===== src/design/nfps_ram.sv =====
// Generic single-port RAM with registered read.
module nfps_ram #(
  parameter int WIDTH = 8,
  parameter int DEPTH = 16
) (
  input  logic                     clk,
  input  logic                     we,
  input  logic [$clog2(DEPTH)-1:0] addr,
  input  logic [WIDTH-1:0]         wdata,
  output logic [WIDTH-1:0]         rdata
);

  logic [WIDTH-1:0] mem [DEPTH];

  always_ff @(posedge clk) begin
    if (we) begin
      mem[addr] <= wdata;
    end
    rdata <= mem[addr];
  end

endmodule


===== config.mk =====
export PLATFORM = sky130hd
export DESIGN_NAME = nfps_ram
export DESIGN_NICKNAME = d
export VERILOG_FILES = /design/src/design/nfps_ram.sv
export SDC_FILE = /design/constraint.sdc
export NUM_CORES = 1
export LEC_CHECK = 0
export CORE_ASPECT_RATIO = 1.5
export CORE_MARGIN = 3
export CORE_UTILIZATION = 25
export CTS_CLUSTER_DIAMETER = 200
export DETAILED_ROUTE_END_ITERATION = 10
export DONT_BUFFER_PORTS = 1
export GPL_TIMING_DRIVEN = 0
export PLACE_DENSITY = 0.5
export SLEW_MARGIN = 20
export SYNTH_ARGS = -nofsm -noshare
export SYNTH_HDL_FRONTEND = slang
export SYNTH_SLANG_ARGS = --single-unit

===== constraint.sdc =====
create_clock -name clk -period 1.6 [get_ports clk]
set_input_delay 0.08 -clock clk [delete_from_list [all_inputs] [get_ports clk]]
set_output_delay 0.08 -clock clk [all_outputs]
set_load 0.02 [all_outputs]

==> results.sh <==
export IMPL_status="completed"
export IMPL_clk_path_buf_depth=2
export IMPL_min_period_ps=1470
export IMPL_crit_path_max_fanout=1
export IMPL_slew_limit_headroom_pct=48.7
export IMPL_ys_flop_type="edfxtp_1"
export IMPL_avgSynthCellArea_um2=22.0
export IMPL_core_area_um2=19900
export IMPL_hold_worst_slack_ps=87.8
export IMPL_grt_pass1_wl_um=15500
export IMPL_clk_pin_slew_worst_paths_ps=60
export IMPL_hold_path_depth=3
export IMPL_grt_antenna_before_repair=0
export IMPL_synth_cell_type_count=18
export IMPL_hp_start="addr[3]"
export IMPL_first_global_vias=2435
export IMPL_hold_violations=0
export IMPL_power_mw=8.56
export IMPL_cts_buffers=17
export IMPL_grt_max_degree=17
export IMPL_vias=2276
export IMPL_rows=63
export IMPL_place_gp_congestion=0.791
export IMPL_wire_per_inst_um=19.6
export IMPL_yosys_area_top_type="edfxtp_1"
export IMPL_ys_seq_area_share_pct=79.0
export IMPL_post_synth_top_count_cell="edfxtp_1"
export IMPL_worstSetupStartpointType="flop"
export IMPL_final_setup_skew_ps=8.37
export IMPL_wirelength_um=10400
export IMPL_dp_cells=490
export IMPL_tns_ps=0
export IMPL_multi_input_area_um2=1060
export IMPL_ir_drop_v=0.000675
export IMPL_cap_violations=0
export IMPL_die_area_um2=22000
export IMPL_root_buffer="clkbuf_16"
export IMPL_crit_required_ps=1880
export IMPL_drt_first_iter_violations=148
export IMPL_setup_viol=0
export IMPL_synth_top_area_share_pct=75.9
export IMPL_area_growth_pct=21.7
export IMPL_hold_end="rdata[3]"
export IMPL_rsz0062_at_grt="false"
export IMPL_rr_endpoint="rdata[3]"
export IMPL_io_pins=22
export IMPL_drt_vias_per_instance=4.29
export IMPL_cts_setup_buffers=0
export IMPL_antennaDiodeCount=0
export IMPL_start_util_pct=25.5
export IMPL_clock_sinks=136
export IMPL_cts_tree="yes"
export IMPL_gr_usage_all_layers_pct=9.99
export IMPL_min_path_type="in2reg"
export IMPL_cp_arrival_ps=1750
export IMPL_crit_type="reg2reg"
export IMPL_grt_overflow=0
export IMPL_syn_cell_area_um2=5070
export IMPL_register_area_um2=4000
export IMPL_synth_warnings=0
export IMPL_period_share_pct=92.0
export IMPL_die_w_um=122
export IMPL_portBuffers=0
export IMPL_dp_hpwl_um=6700
export IMPL_cts_htree_levels=4
export IMPL_drive_above_1_share_pct=31.1
export IMPL_r2r_start="mem[11][3]"
export IMPL_synthesis_nets=244
export IMPL_fill_cells=1935
export IMPL_static_leakage_power_nw=1.91
export IMPL_die_h_um=180
export IMPL_synth_area_leaders="edfxtp_1, mux4_2, dfxtp_1, a22oi_1, nor2_1"
export IMPL_first_pass_iters=4
export IMPL_ys_seq_elements=136
export IMPL_power_density_nw_per_um2=1390
export IMPL_detail_route_drc_violations=0
export IMPL_end_kind="flop"
export IMPL_tightest_slew_ps=766
export IMPL_synthTopCellsByCount="edfxtp_1, mux4_2, a22oi_1, nor2_1, nand2_1"
export IMPL_synthCells=230
export IMPL_nets=271
export IMPL_async_flop_share_pct=0
export IMPL_fmax_mhz=680
export IMPL_ant_nets=0
export IMPL_final_max_slew_viol_count=0
export IMPL_reg2regPathDepth=3
export IMPL_stdcell_count=530
export IMPL_clk_latency_ps=410
export IMPL_synth_edf_count=128
export IMPL_rrSetupSlack_ps=130
## registers in the layout, summed over array words and instances (netlist names)
register / count
rdata: 8
mem: 128
## worst max-delay path, cell delays in order, from the launching register on
cell and delay (ps):
edfxtp_1 360, mux4_2 500, a22oi_1 400, nand2_1 90
## metrics by stage
stage | cell area [um2] | setup slack (ps) | utilization (%)
finish | 6170 | 129 | 31.1
global route | 6170 | 79.3 | 31.1
global placement | 5390 | -543 | 27.1
detailed placement | 5410 | -637 | 27.2
CTS | 6130 | -211 | 30.9
floorplan | 5070 | 27.0 | -
## timing repair
action                                 4_1_cts  5_1_grt
endpoints found under the hold margin      128        0
setup endpoints to repair                   78       72
resized for setup                            3       12
hold buffers                                 8        0
pin swaps                                    0        0
## area by class of cell
class,count,area share (%)
flip-flops and latches,136,64.9
plain buffers,11,0.994
clock buffers,18,6.96
multi-input cells,83,17.2
clock inverters,14,3.33
well taps,260,5.27
repair buffers,8,1.30
## cell families (layout without fill, tap and decap cells)
group | Yosys count | in the layout | synth area share, %
flops | 136 | 136 | 79.0
mux | 32 | 32 | 14.2
simple gates | 35 | 35 | 3.21
compound gates | 16 | 16 | 2.37
buf+inv | 11 | 51 | 1.19
## how the worst max path moves through the flow
| stage | cells after the start | endpoint | slack [ps] | from |
|---|---|---|---|---|
| after floorplan | 2 | mem[0][0] | 30 | addr[2] |
| after global placement | 3 | mem[4][2] | -540 | addr[1] |
| after detailed placement | 4 | mem[11][5] | -640 | addr[1] |
| after CTS | 4 | mem[11][6] | -210 | addr[1] |
| after global routing | 3 | mem[11][2] | 80 | addr[0] |
| final | 3 | rdata[3] | 130 | mem[11][3] |
## per-layer routing
metal	vias up	share of wire, %	track usage (%)
met5	-	0	0
li1	1025	-	-
met2	65	51	16.1
met1	1175	41	12.2
met3	11	6.8	3.93
met4	0	1.3	3.41
## power breakdown
part	switching [mW]	leakage, nW	internal, mW
clock	1.42	0.305	2.75
combinational	0.216	0.379	0.141
sequential	0.0531	1.22	3.99
total	1.69	1.91	6.87
## layout by cell type (no fill, tap or decap)
master	Yosys	routed
nor2_4	0	2
nor2_2	0	10
clkinv_4	0	2
clkinvlp_4	0	2
clkbuf_2	1	2
edfxtp_1	128	128
mux4_2	32	32
nor2_1	13	1
clkinv_2	0	3
or3b_2	1	1
nand2_1	9	9
dfxtp_1	8	8
buf_2	2	2
nor2b_1	2	2
buf_1	4	3
clkinv_1	0	2
a22oi_1	16	16
bufinv_16	0	5
dlygate4sd3_1	0	8
nand3b_1	2	2
nor3_2	0	4
clkbuf_16	0	17
buf_6	2	2
nand3_1	1	1
nand2b_1	2	2
and2_1	1	1
clkbuf_1	2	3
Note: power is estimated with default switching activity, not from simulation.
