## src/design/nfps_pkg.sv

```systemverilog
// Shared types and constants for the nearest facet plane search block.
package nfps_pkg;

  localparam int MAX_FACETS = 1024;
  localparam int FACET_AW   = $clog2(MAX_FACETS);
  localparam int CNT_W      = FACET_AW + 1;
  localparam int NORM_W     = 16;
  localparam int OFS_W      = 48;
  localparam int ACC_W      = 64;
  localparam int OPD_W      = 33;
  localparam int TOL_W      = 31;
  localparam int LEN_W      = 31;
  localparam logic [TOL_W-1:0] TOL_RESET = TOL_W'(66);

  typedef enum logic [1:0] {
    CMD_CLEAR = 2'd0,
    CMD_LOAD  = 2'd1,
    CMD_QUERY = 2'd2,
    CMD_NONE  = 2'd3
  } cmd_t;

  typedef struct packed {
    cmd_t               command;
    logic signed [31:0] point_a_x;
    logic signed [31:0] point_a_y;
    logic signed [31:0] point_a_z;
    logic signed [31:0] point_b_x;
    logic signed [31:0] point_b_y;
    logic signed [31:0] point_b_z;
    logic signed [31:0] point_c_x;
    logic signed [31:0] point_c_y;
    logic signed [31:0] point_c_z;
  } item_t;

  typedef struct packed {
    logic               found;
    logic signed [15:0] normal_x;
    logic signed [15:0] normal_y;
    logic signed [15:0] normal_z;
    logic [9:0]         facet_index;
    logic [10:0]        facets_held;
    logic               dropped;
  } result_t;

  // One multiply-accumulate request
  typedef struct packed {
    logic                    valid;
    logic                    clear;
    logic                    neg;
    logic signed [OPD_W-1:0] a;
    logic signed [OPD_W-1:0] b;
  } mac_op_t;

  // Start request for the bit-serial root / divide unit
  typedef struct packed {
    logic start;
    logic sqrt_mode;
  } iter_req_t;

  typedef enum logic [4:0] {
    S_IDLE,
    S_EDGE,
    S_CROSS,
    S_NFIT,
    S_SQ,
    S_SQWAIT,
    S_DSTART,
    S_DWAIT,
    S_OFF,
    S_WRITE,
    S_SADDR,
    S_SX,
    S_SY,
    S_SZ,
    S_SW,
    S_SS,
    S_SCMP,
    S_DONE
  } state_t;

endpackage

```

## src/design/nfps_mac.sv

```systemverilog
// Shared multiply-accumulate unit: registered product, then accumulate.
module nfps_mac
  import nfps_pkg::*;
(
  input  logic                    clk,
  input  logic                    rst,
  input  mac_op_t                 op,
  output logic signed [ACC_W-1:0] acc
);

  logic signed [2*OPD_W-1:0] prod_full;
  logic signed [ACC_W-1:0]   prod;
  logic                      p_valid;
  logic                      p_clear;
  logic                      p_neg;
  logic signed [ACC_W-1:0]   acc_base;

  assign prod_full = op.a * op.b;
  assign acc_base  = p_clear ? '0 : acc;

  // product stage
  always_ff @(posedge clk) begin
    if (rst) begin
      p_valid <= 1'b0;
    end else begin
      p_valid <= op.valid;
    end
    p_clear <= op.clear;
    p_neg   <= op.neg;
    prod    <= prod_full[ACC_W-1:0];
  end

  // accumulate stage
  always_ff @(posedge clk) begin
    if (p_valid) begin
      acc <= p_neg ? acc_base - prod : acc_base + prod;
    end
  end

endmodule

```

## config.mk

```make
export PLATFORM = sky130hd
export DESIGN_NAME = nfps_mac
export DESIGN_NICKNAME = d
export VERILOG_FILES = /design/src/design/nfps_pkg.sv /design/src/design/nfps_mac.sv
export SDC_FILE = /design/constraint.sdc
export NUM_CORES = 2
export LEC_CHECK = 0
export BUFFER_PORTS_ARGS = -buffer_cell sky130_fd_sc_hd__buf_2
export CORE_MARGIN = 2
export CORE_UTILIZATION = 60
export DETAILED_ROUTE_END_ITERATION = 6
export GPL_ROUTABILITY_DRIVEN = 0
export GPL_TIMING_DRIVEN = 1
export PLACE_DENSITY = 0.8
export SLEW_MARGIN = 10
export SYNTH_ARGS = -nofsm -noshare
export SYNTH_HDL_FRONTEND = slang
export SYNTH_SLANG_ARGS = --single-unit
```

## constraint.sdc

```tcl
create_clock -name clk -period 13.85 [get_ports clk]
set_input_delay 0 -clock clk [delete_from_list [all_inputs] [get_ports clk]]
set_output_delay 0 -clock clk [all_outputs]
set_load 0.03 [all_outputs]
```

==> summary.md <==
| Metric | Value |
|---|---|
| Slew @ Worst Pin | 1080 ps |
| Yosys warns | 0 |
| CTS Buf Count | 17 |
| Gr usage total | 32.2% |
| Initial Util | 60.7% |
| Routed via count | 34,900 |
| Die ar. | 0.0807 sq mm |
| CP endpoint kind | register |
| Post-Syn Instances | 5,109 |
| Chip Height | 284 um |
| Most common cell after layout, fill and taps aside | inv_1 |
| H-tree depth | 4 |
| Largest net degree at the start of global routing | 65 |
| Remaining global-route overflow | 0 |
| Mux cell area share after synthesis | 0.0213% |
| Setup_tns | 0 ps |
| FF-to-FF Start | prod[0]$_DFF_P_ |
| Seq/Total Area, Yosys | 6.93% |
| Failing checks | DRC |
| First-pass GRT wire length | 202,000 um |
| CP arrival | 8030 ps |
| Rel. slew slack | 27.6% |
| Drt first pass iters | 7 |
| Drt via density | 5.71 |
| Worst slack, placed | 5830 ps |
| Reg2Reg Capture Point | acc[63]$_DFFE_PP_ |
| Ys flop type | dfxtp_1 |
| Antenna violations before repair | 3 |
| Clk buf depth | 2 |
| Min Tclk post-route | 7710 ps |
| Compound-gate portion of the synthesized area | 6.12% |
| I/O pins | 135 |
| CP required | 14,160 ps |
| Clock Root Buffer | clkbuf_16 |
| Routed len/inst | 20.4 um |
| Largest family of logic cells by synthesized area | adder cells |
| Post-synthesis adder-cell area fraction | 55.2% |
| Dpl cells | 6,063 |
| Crit start category | input port |
| Antenna Violating Nets Remaining | 0 |
| Mapped Area | 0.0471 sq mm |
| Total Wirelength | 125,000 um |
| Worst min path class | in -> reg |
| Hold Path End | prod[0]$_DFF_P_ |
| DIE WIDTH | 284 um |
| RSZ-0062 raised after global routing | no |
| Synth top area share | 47.9% |
| #FFs+latches synth | 131 |
| Clk sinks | 131 |
| Fmax | 0.130 GHz |
| Reg clk slew, reported paths | 60 ps |
| WHS | 144 ps |
| Final Hold Vio Count | 0 |
| Syn Area/Cell | 9.21 sq um |
| Worst setup margin | 6140 ps |
| WHS Path Cells | 3 |
| Max Cap Violations | 0 |
| Net count, final | 6,519 |
| Status | complete, but fails checks |
| CTS tree | built |
| Core area | 0.0776 sq mm |
| Crit Path Max Fanout | 33 |
| Commonest cells after routing, fill and taps aside | 1,145 x inv_1, 1,126 x fa_1, 581 x nand2_1 |
| IO buf count | 134 |
| Worst-Skew Late Latency | 440 ps |
| Asr flop ratio synth | 0% |
| Reg2Reg Setup Slack | 8470 ps |
| # rows | 102 |
| Post-synth EDFFs | 64 |
| Area growth syn-to-layout | 4.09% |
| Synth Area in Simple Gates | 16.8% |
| Final HPWL DP | 96,100 um |
| Worst reg2reg path depth | 19 |
| Filler cells | 6,234 |
| Worst Skew | 13.5 ps |
| Unique masters post-synth | 76 |
| Detailed router's first-iteration violation count | 3,321 |
| DRC | 15 |
| Post-Syn Nets | 6,582 |
| Vias in the first global route | 37,800 |
| Layout cells sized above 1 | 4.31% |
| Xor and xnor fraction of the mapped netlist area | 3.76% |
| Hold path start | op[0] |
| Leading area contributor after synthesis | fa_1 |
| Non-filler instance count after layout | 6,102 |
| Kind of critical path | in -> reg |
| Count of final max-slew check failures | 0 |
| Synth area leaders | fa_1 48%, inv_1 9.1%, and2_1 7.7% |
| Final worst-path cycle share | 55.7% |
| Setup Viol. Count Final | 0 |
-- through the flow --
stage                     instance area (sq um)  utilization, %
after floorplan                           47100               -
after global placement                    48300            62.2
after detailed placement                  48300            62.2
after CTS                                 49000            63.1
after global routing                      49000            63.1
final                                     49000            63.1
-- cells in the mapped netlist (17+ instances only) --
master    number
nor2_1        98
ha_1         276
xor2_1        47
dfxtp_1       67
o21a_1        17
a21oi_1      166
a31oi_1       20
nand3_1       31
inv_1       1145
nor2b_1      106
nor3_1        27
a21o_1        69
o21ai_0       62
nand2b_1      28
edfxtp_1      64
nand2_1      581
nand4_1       28
fa_1        1126
clkbuf_1     241
o21bai_1      20
xnor2_1      155
and2_1       576
-- worst max-delay path: stages --
cell	delay [ps]
buf_2	660
nand2_1	200
fa_1	550
fa_1	520
fa_1	550
inv_1	50
fa_1	490
inv_1	50
fa_1	530
inv_1	50
fa_1	450
fa_1	490
inv_1	50
fa_1	600
inv_1	90
ha_1	380
a21o_1	230
a21oi_1	250
o211ai_1	110
a21oi_1	190
o2bb2ai_1	200
a211oi_2	350
o21ai_2	160
a2111oi_2	490
o31ai_1	150
xor2_1	150
-- registers in the layout (all words and copies together) (netlist names) --
| signal | flops |
|---|---|
| acc | 64 |
| p_clear | 1 |
| p_neg | 1 |
| p_valid | 1 |
| prod | 64 |
-- layout make-up --
| cell class | instances | area, sq um | share of cell area, % |
|---|---|---|---|
| inverters | 1145 | 4300 | 8.77 |
| multi-input cells | 3589 | 38600 | 78.8 |
| flip-flops and latches | 131 | 3270 | 6.67 |
| clock inverters | 7 | 78.8 | 0.161 |
| diodes | 3 | 7.51 | 0.0153 |
| repair buffers | 162 | 891 | 1.82 |
| clock buffers | 25 | 562 | 1.15 |
| well taps | 1040 | 1300 | 2.66 |
-- cell families (layout without fill, tap and decap cells) --
group | after synthesis | count (layout)
XOR/XNOR | 202 | 202
AO/OA/AOI/OAI | 450 | 450
flip-flops | 131 | 131
AND/OR/NAND/NOR | 1534 | 1534
adder cells (fa/ha/maj) | 1402 | 1402
other | 0 | 3
multiplexers | 1 | 1
buffers and inverters | 1389 | 1339
-- per-layer routing --
layer	vias to the layer above	global-route usage (%)	routed length [um]	share of wire, %
met4	4	11.0	4660	3.7
li1	15000	-	-	-
met2	2036	48.5	53700	43
met5	-	1.90	211	0.17
met1	17500	42.1	48500	39
met3	334	13.4	17500	14
-- timing repair --
action                    CTS  global route
hold endpoints to repair    3             0
gates resized for setup     0             0
hold buffers                4             0
setup buffers               0             0
-- worst max-delay path by stage --
stage            from          endpoint  slack [ps]  depth (start not counted)
3_5_place_dp    op[8]  prod[63]$_DFF_P_        5830                         24
2_1_floorplan   op[0]  prod[50]$_DFF_P_        6750                         27
3_3_place_gp    op[9]  prod[58]$_DFF_P_        5950                         26
6_report        op[9]  prod[58]$_DFF_P_        6140                         26
4_1_cts         op[8]  prod[63]$_DFF_P_        6300                         24
5_1_grt        op[65]  prod[61]$_DFF_P_        5780                         25
Power is left out: the tool's default activity adds up to more than one toggle a clock period on the data nets, which glitch-free logic cannot reach.
