--- src/design/nfps_pkg.sv ---
// Shared types and constants for the nearest facet plane search block.
package nfps_pkg;

  localparam int MAX_FACETS = 1024;
  localparam int FACET_AW   = $clog2(MAX_FACETS);
  localparam int CNT_W      = FACET_AW + 1;
  localparam int NORM_W     = 16;
  localparam int OFS_W      = 48;
  localparam int ACC_W      = 64;
  localparam int OPD_W      = 33;
  localparam int TOL_W      = 31;
  localparam int LEN_W      = 31;
  localparam logic [TOL_W-1:0] TOL_RESET = TOL_W'(66);

  typedef enum logic [1:0] {
    CMD_CLEAR = 2'd0,
    CMD_LOAD  = 2'd1,
    CMD_QUERY = 2'd2,
    CMD_NONE  = 2'd3
  } cmd_t;

  typedef struct packed {
    cmd_t               command;
    logic signed [31:0] point_a_x;
    logic signed [31:0] point_a_y;
    logic signed [31:0] point_a_z;
    logic signed [31:0] point_b_x;
    logic signed [31:0] point_b_y;
    logic signed [31:0] point_b_z;
    logic signed [31:0] point_c_x;
    logic signed [31:0] point_c_y;
    logic signed [31:0] point_c_z;
  } item_t;

  typedef struct packed {
    logic               found;
    logic signed [15:0] normal_x;
    logic signed [15:0] normal_y;
    logic signed [15:0] normal_z;
    logic [9:0]         facet_index;
    logic [10:0]        facets_held;
    logic               dropped;
  } result_t;

  // One multiply-accumulate request
  typedef struct packed {
    logic                    valid;
    logic                    clear;
    logic                    neg;
    logic signed [OPD_W-1:0] a;
    logic signed [OPD_W-1:0] b;
  } mac_op_t;

  // Start request for the bit-serial root / divide unit
  typedef struct packed {
    logic start;
    logic sqrt_mode;
  } iter_req_t;

  typedef enum logic [4:0] {
    S_IDLE,
    S_EDGE,
    S_CROSS,
    S_NFIT,
    S_SQ,
    S_SQWAIT,
    S_DSTART,
    S_DWAIT,
    S_OFF,
    S_WRITE,
    S_SADDR,
    S_SX,
    S_SY,
    S_SZ,
    S_SW,
    S_SS,
    S_SCMP,
    S_DONE
  } state_t;

endpackage

--- src/design/nfps_iter.sv ---
// Bit-serial unit: 64-bit integer square root or 15-bit quotient divide.
module nfps_iter
  import nfps_pkg::*;
(
  input  logic             clk,
  input  logic             rst,
  input  iter_req_t        req,
  input  logic [63:0]      x_in,
  input  logic [LEN_W-1:0] divisor,
  output logic             done,
  output logic [31:0]      res
);

  logic        busy;
  logic        sq;
  logic [63:0] x;
  logic [63:0] r;
  logic [63:0] bitv;
  logic [63:0] dv;
  logic [63:0] sub;
  logic        take;
  logic [63:0] bit_next;

  // one trial subtract per cycle while busy
  assign sub      = sq ? r + bitv : dv;
  assign take     = x >= sub;
  assign bit_next = sq ? bitv >> 2 : bitv >> 1;
  assign res      = r[31:0];

  always_ff @(posedge clk) begin
    if (rst) begin
      busy <= 1'b0;
      done <= 1'b0;
    end else begin
      done <= 1'b0;
      if (req.start) begin
        busy <= 1'b1;
      end else if (busy && bit_next == '0) begin
        busy <= 1'b0;
        done <= 1'b1;
      end
    end
  end

  always_ff @(posedge clk) begin
    if (req.start) begin
      sq   <= req.sqrt_mode;
      x    <= x_in;
      r    <= '0;
      bitv <= req.sqrt_mode ? 64'd1 << 62 : 64'd1 << 14;
      dv   <= {18'd0, divisor, 15'd0};
    end else if (busy) begin
      if (take) begin
        x <= x - sub;
      end
      if (sq) begin
        r <= take ? (r >> 1) + bitv : r >> 1;
      end else begin
        r <= take ? r | bitv : r;
      end
      bitv <= bit_next;
      dv   <= dv >> 1;
    end
  end

endmodule

--- config.mk ---
export PLATFORM = sky130hd
export DESIGN_NAME = nfps_iter
export DESIGN_NICKNAME = d
export VERILOG_FILES = /design/src/design/nfps_pkg.sv /design/src/design/nfps_iter.sv
export SDC_FILE = /design/constraint.sdc
export NUM_CORES = 1
export LEC_CHECK = 0
export BUFFER_PORTS_ARGS = -buffer_cell sky130_fd_sc_hd__buf_2
export CAP_MARGIN = 10
export CORE_MARGIN = 2
export CORE_UTILIZATION = 50
export CTS_CLUSTER_SIZE = 28
export DETAILED_ROUTE_END_ITERATION = 10
export GPL_ROUTABILITY_DRIVEN = 0
export HOLD_SLACK_MARGIN = 0.12
export PLACE_DENSITY_LB_ADDON = 0.3
export SYNTH_ARGS = -nofsm -noshare
export SYNTH_HDL_FRONTEND = slang
export SYNTH_SLANG_ARGS = --single-unit
--- constraint.sdc ---
create_clock -name clk -period 8.99 [get_ports clk]
set_clock_uncertainty 0.1 [all_clocks]
set_input_delay 1.3485 -clock clk [delete_from_list [all_inputs] [get_ports clk]]
set_output_delay 1.3485 -clock clk [all_outputs]
set_load 0.1 [all_outputs]
==> impl.org <==
** Die
- Effective utilization at floorplan :: 50.6%
- Pin placement for this block handled 132 I/O pins.
- After floorplanning, the core was divided into 79 placement rows.
- The die covers 48900 um2.
- From bottom edge to top edge, the die measures 221 um.
- Die span in x :: 221 um
- In this run the standard cell core region covers 46600 um2.

** Yosys
- Dominant synthesized flop cell :: edfxtp_1
- Number of synthesized flops with an enable pin :: 159
- Sequential element share of the synthesized area :: 27.1%
- After synthesis the netlist holds a flip-flop and latch count of 240.
- The number of different library cells used by synthesis comes to 85.
- Number of instances in the synthesized netlist :: 2852
- Cell Area, Synth :: 23600 um2
- Total number of yosys warnings :: 0
- When the netlist entered floorplanning its net count stood at 3207.
- After synthesis, the mean cell area works out to 8.26 um2.
- After synthesis, the share of flip-flops with an asynchronous set or reset is 0%.

** GRT
- Via count of the first global-routing pass :: 20900
- Overall routing resource usage :: 29.7%
- The number of antenna violations at the first check in global routing came to 3.
- Wire length of the first global-routing pass :: 118000 um
- Global-route congestion overflow total :: 0
- Largest net degree at the start of global routing :: 180

** Timing
- The number of hold-slack violations in the final timing report came to 0.
- Of the available clock period, the critical path in the final layout requires 78.4%.
- Final worst slack :: 1.94 ns
- Based on the critical path, the design can be clocked at up to 142 MHz.
- Adding up every negative setup slack in the final design gives 0 ns.
- Setup violations remaining at the end of the flow were counted as 0.
- Crit path time final :: 7.05 ns
- The final-report max-slew violation count is 0.
- Setup repair after global routing left no endpoint under its margin.
- Relative slew slack :: 10.5%
- At the pin with the least slew margin, the transition time is 1.34 ns.
- Hold_ws :: 0.416 ns

** Placed design
- Setup Slack @ Placement :: 2.08 ns
- Summed over all nets, the half-perimeter wirelength after detailed placement is 55600 um.
- IO Port Bufs :: 131
- Summing all placed instances gives a cell area of 24300 um2.

** Finish
- Synthesis-to-layout area growth :: 7.81%
- Layout filler cell count :: 4153
- Most frequent cells in the layout :: nand2_1 (266), ha_1 (253), a21oi_1 (241), nor2_1 (240), o21ai_0 (200)
- Leading cell type in the layout, fill and taps excluded :: nand2_1
- In the final layout, the multi-input gates occupy 15700 um2.
- In the final layout, the share of cells above drive strength 1 is 8.71%.
- The net count of the finished layout is 3214.
- Post-route standard cell area excluding fillers :: 25400 um2
- In the final layout, flip-flops and latches occupy 6400 um2.

** Routing
- DR WL/cell :: 21.5 um
- Routed vias :: 22400
- Starting DRC count in detailed routing :: 2966
- Drt first pass iters :: 8
- Summed over all layers, the routed wires come to 75000 um.
- For this run, design rule violations remaining after detail routing come to 0.
- The count of nets left with antenna violations once routing finished came out at 0.
- Via density per instance :: 6.40

** Worst setup path
- Across all register-to-register paths, the minimum setup slack is 1.94 ns.
- Startpoint of the most critical register-to-register path :: bitv[31]
- Launch point of the worst path :: bitv[31]
- STA classifies the critical path startpoint as a flip-flop.
- Critical Path Sink :: r[53]
- At the worst endpoint, the arrival time is 7.45 ns.
- Worst reg2reg path depth :: 24
- Highest net fanout along the worst path :: 62
- The setup path with the least slack is of type reg2reg.
- Worst reg2reg path endpoint :: r[53]
- Endpoint class of the critical path :: flip-flop
- STA puts the critical path data required time at 9.39 ns.

** Clock tree
- TritonCTS built the clock tree.
- Clock buffer count from CTS :: 30
- Post-CTS Resized :: 0
- Post-CTS setup buffers :: 0
- TritonCTS Sinks :: 240
- Number of buffers on the longest clock path :: 3
- In this run the number of H-tree levels came out at 1.
- Clk_lat worst skew :: 0.60 ns
- The number of hold buffers added after CTS was 0.
- The cell sitting at the root of the clock tree is a clkbuf_16.
- Reg clk slew, reported paths :: 0.06 ns

** Run status
- The run finished with clean final reports.

** Power and ir drop
- Areal power density over the cells :: 312 nW/um2
- Overall power consumption after layout is estimated at 0.00794 W.
- Across the VDD grid, the largest voltage drop is 0.000157 V.
- Leakage dissipation :: 11.0 nW

** Hold path
- Path category of the worst min-delay check :: reg2reg

** Flow run
- Max-Cap Viols :: 0
## how the worst min path moves through the flow
stage | from | endpoint | cells past startpoint
final | dv[0] | dv[0] | 2
after global placement | dv[0] | dv[0] | 2
after detailed placement | dv[0] | dv[0] | 2
after floorplan | dv[0] | dv[0] | 2
after global routing | dv[8] | dv[8] | 2
after CTS | dv[0] | dv[0] | 2
## Yosys cell counts, types with 6 or more instances
library cell,count,area share (%)
a2111oi_2,9,0.57
a211o_1,8,0.30
a211oi_1,71,2.3
a21boi_0,7,0.22
a21o_1,106,3.4
a21oi_1,241,5.1
a221oi_1,17,0.63
a22o_1,31,1.2
a31oi_1,32,0.85
and2_1,13,0.35
and3_1,14,0.37
buf_1,14,0.22
buf_2,22,0.47
buf_4,34,1.1
clkbuf_1,100,1.6
dfxtp_1,81,6.9
edfxtp_1,159,20
ha_1,253,13
inv_1,176,2.8
mux2_2,6,0.29
mux2i_1,118,5.0
nand2_1,268,4.3
nand2b_1,19,0.50
nand3_1,49,1.0
nand4_1,56,1.5
nor2_1,241,3.8
nor2b_1,20,0.53
nor3_1,35,0.74
nor4_1,20,0.53
o2111ai_1,6,0.22
o211ai_1,25,0.80
o21a_1,24,0.76
o21ai_0,200,4.2
o21ai_1,11,0.23
o21bai_1,41,1.3
o221a_2,6,0.29
o221ai_1,10,0.37
o22ai_1,10,0.27
o31ai_1,16,0.51
or3_1,9,0.24
xnor2_1,104,3.9
xor2_1,68,2.5
## worst max-delay path: stages (launching register included)
cell       delay (ns)
edfxtp_1         0.57
inv_1            0.08
ha_1             0.39
and2_1           0.25
nand4_1          0.17
or4_1            0.57
a31oi_1          0.21
a21oi_1          0.13
a31oi_1          0.34
a21oi_1          0.18
xnor2_1          0.19
nand2_1          0.08
ha_1             0.41
a21o_1           0.19
a21o_1           0.16
a21o_1           0.21
a2111oi_4        0.42
o21bai_1         0.10
a211o_2          0.38
a21oi_4          0.21
buf_4            0.66
nor3_4           0.03
buf_4            0.33
a211o_1          0.35
a221oi_1         0.20
## through the flow
step / util [%] / std cells
detailed placement: 52.3 / 3434
global placement: 52.3 / 3434
global route: 54.6 / 3492
CTS: 54.6 / 3490
floorplan: - / 2852
finish: 54.6 / 3492
## sequential cells by signal (all words and copies together) (netlist names)
signal and cells:
x 64, sq 1, bitv 63, busy 1
dv 46, done 1, r 64
## area by class of cell
| cell class | instances | share of cell area (%) |
|---|---|---|
| clock buffer | 37 | 3.26 |
| clock inverter | 19 | 0.970 |
| antenna | 2 | 0.0197 |
| sequential | 240 | 25.2 |
| timing repair buffer | 149 | 3.20 |
| multi-input combinational | 2259 | 61.7 |
| inverter | 179 | 2.64 |
| tap | 607 | 2.99 |
## report_power, final
part	internal (W)	leakage (nW)	total, W	switching, W
registers	0.00153	2.32	0.00178	0.000253
logic	0.00174	8.15	0.00482	0.00308
clock network	0.000799	0.527	0.00133	0.000535
## per-layer routing
layer	share of wire [%]	routed length, um	GRT usage [%]
met2	41	30900	43.6
met1	45	33400	43.5
met3	11	8020	5.27
met5	0	0	0
met4	3.6	2720	10.4
## cells by family (layout without fill, tap and decap cells)
logic type	after synthesis	after routing	share of synthesized area (%)
fa+ha+maj	256	256	13.7
compound gates	940	940	26.4
simple gates	767	767	14.7
flops	240	240	27.1
xor+xnor	172	172	6.39
mux	124	124	5.30
buf+inv	353	384	6.41
other cells	0	2	0
Power figures use the tool's default switching activity.
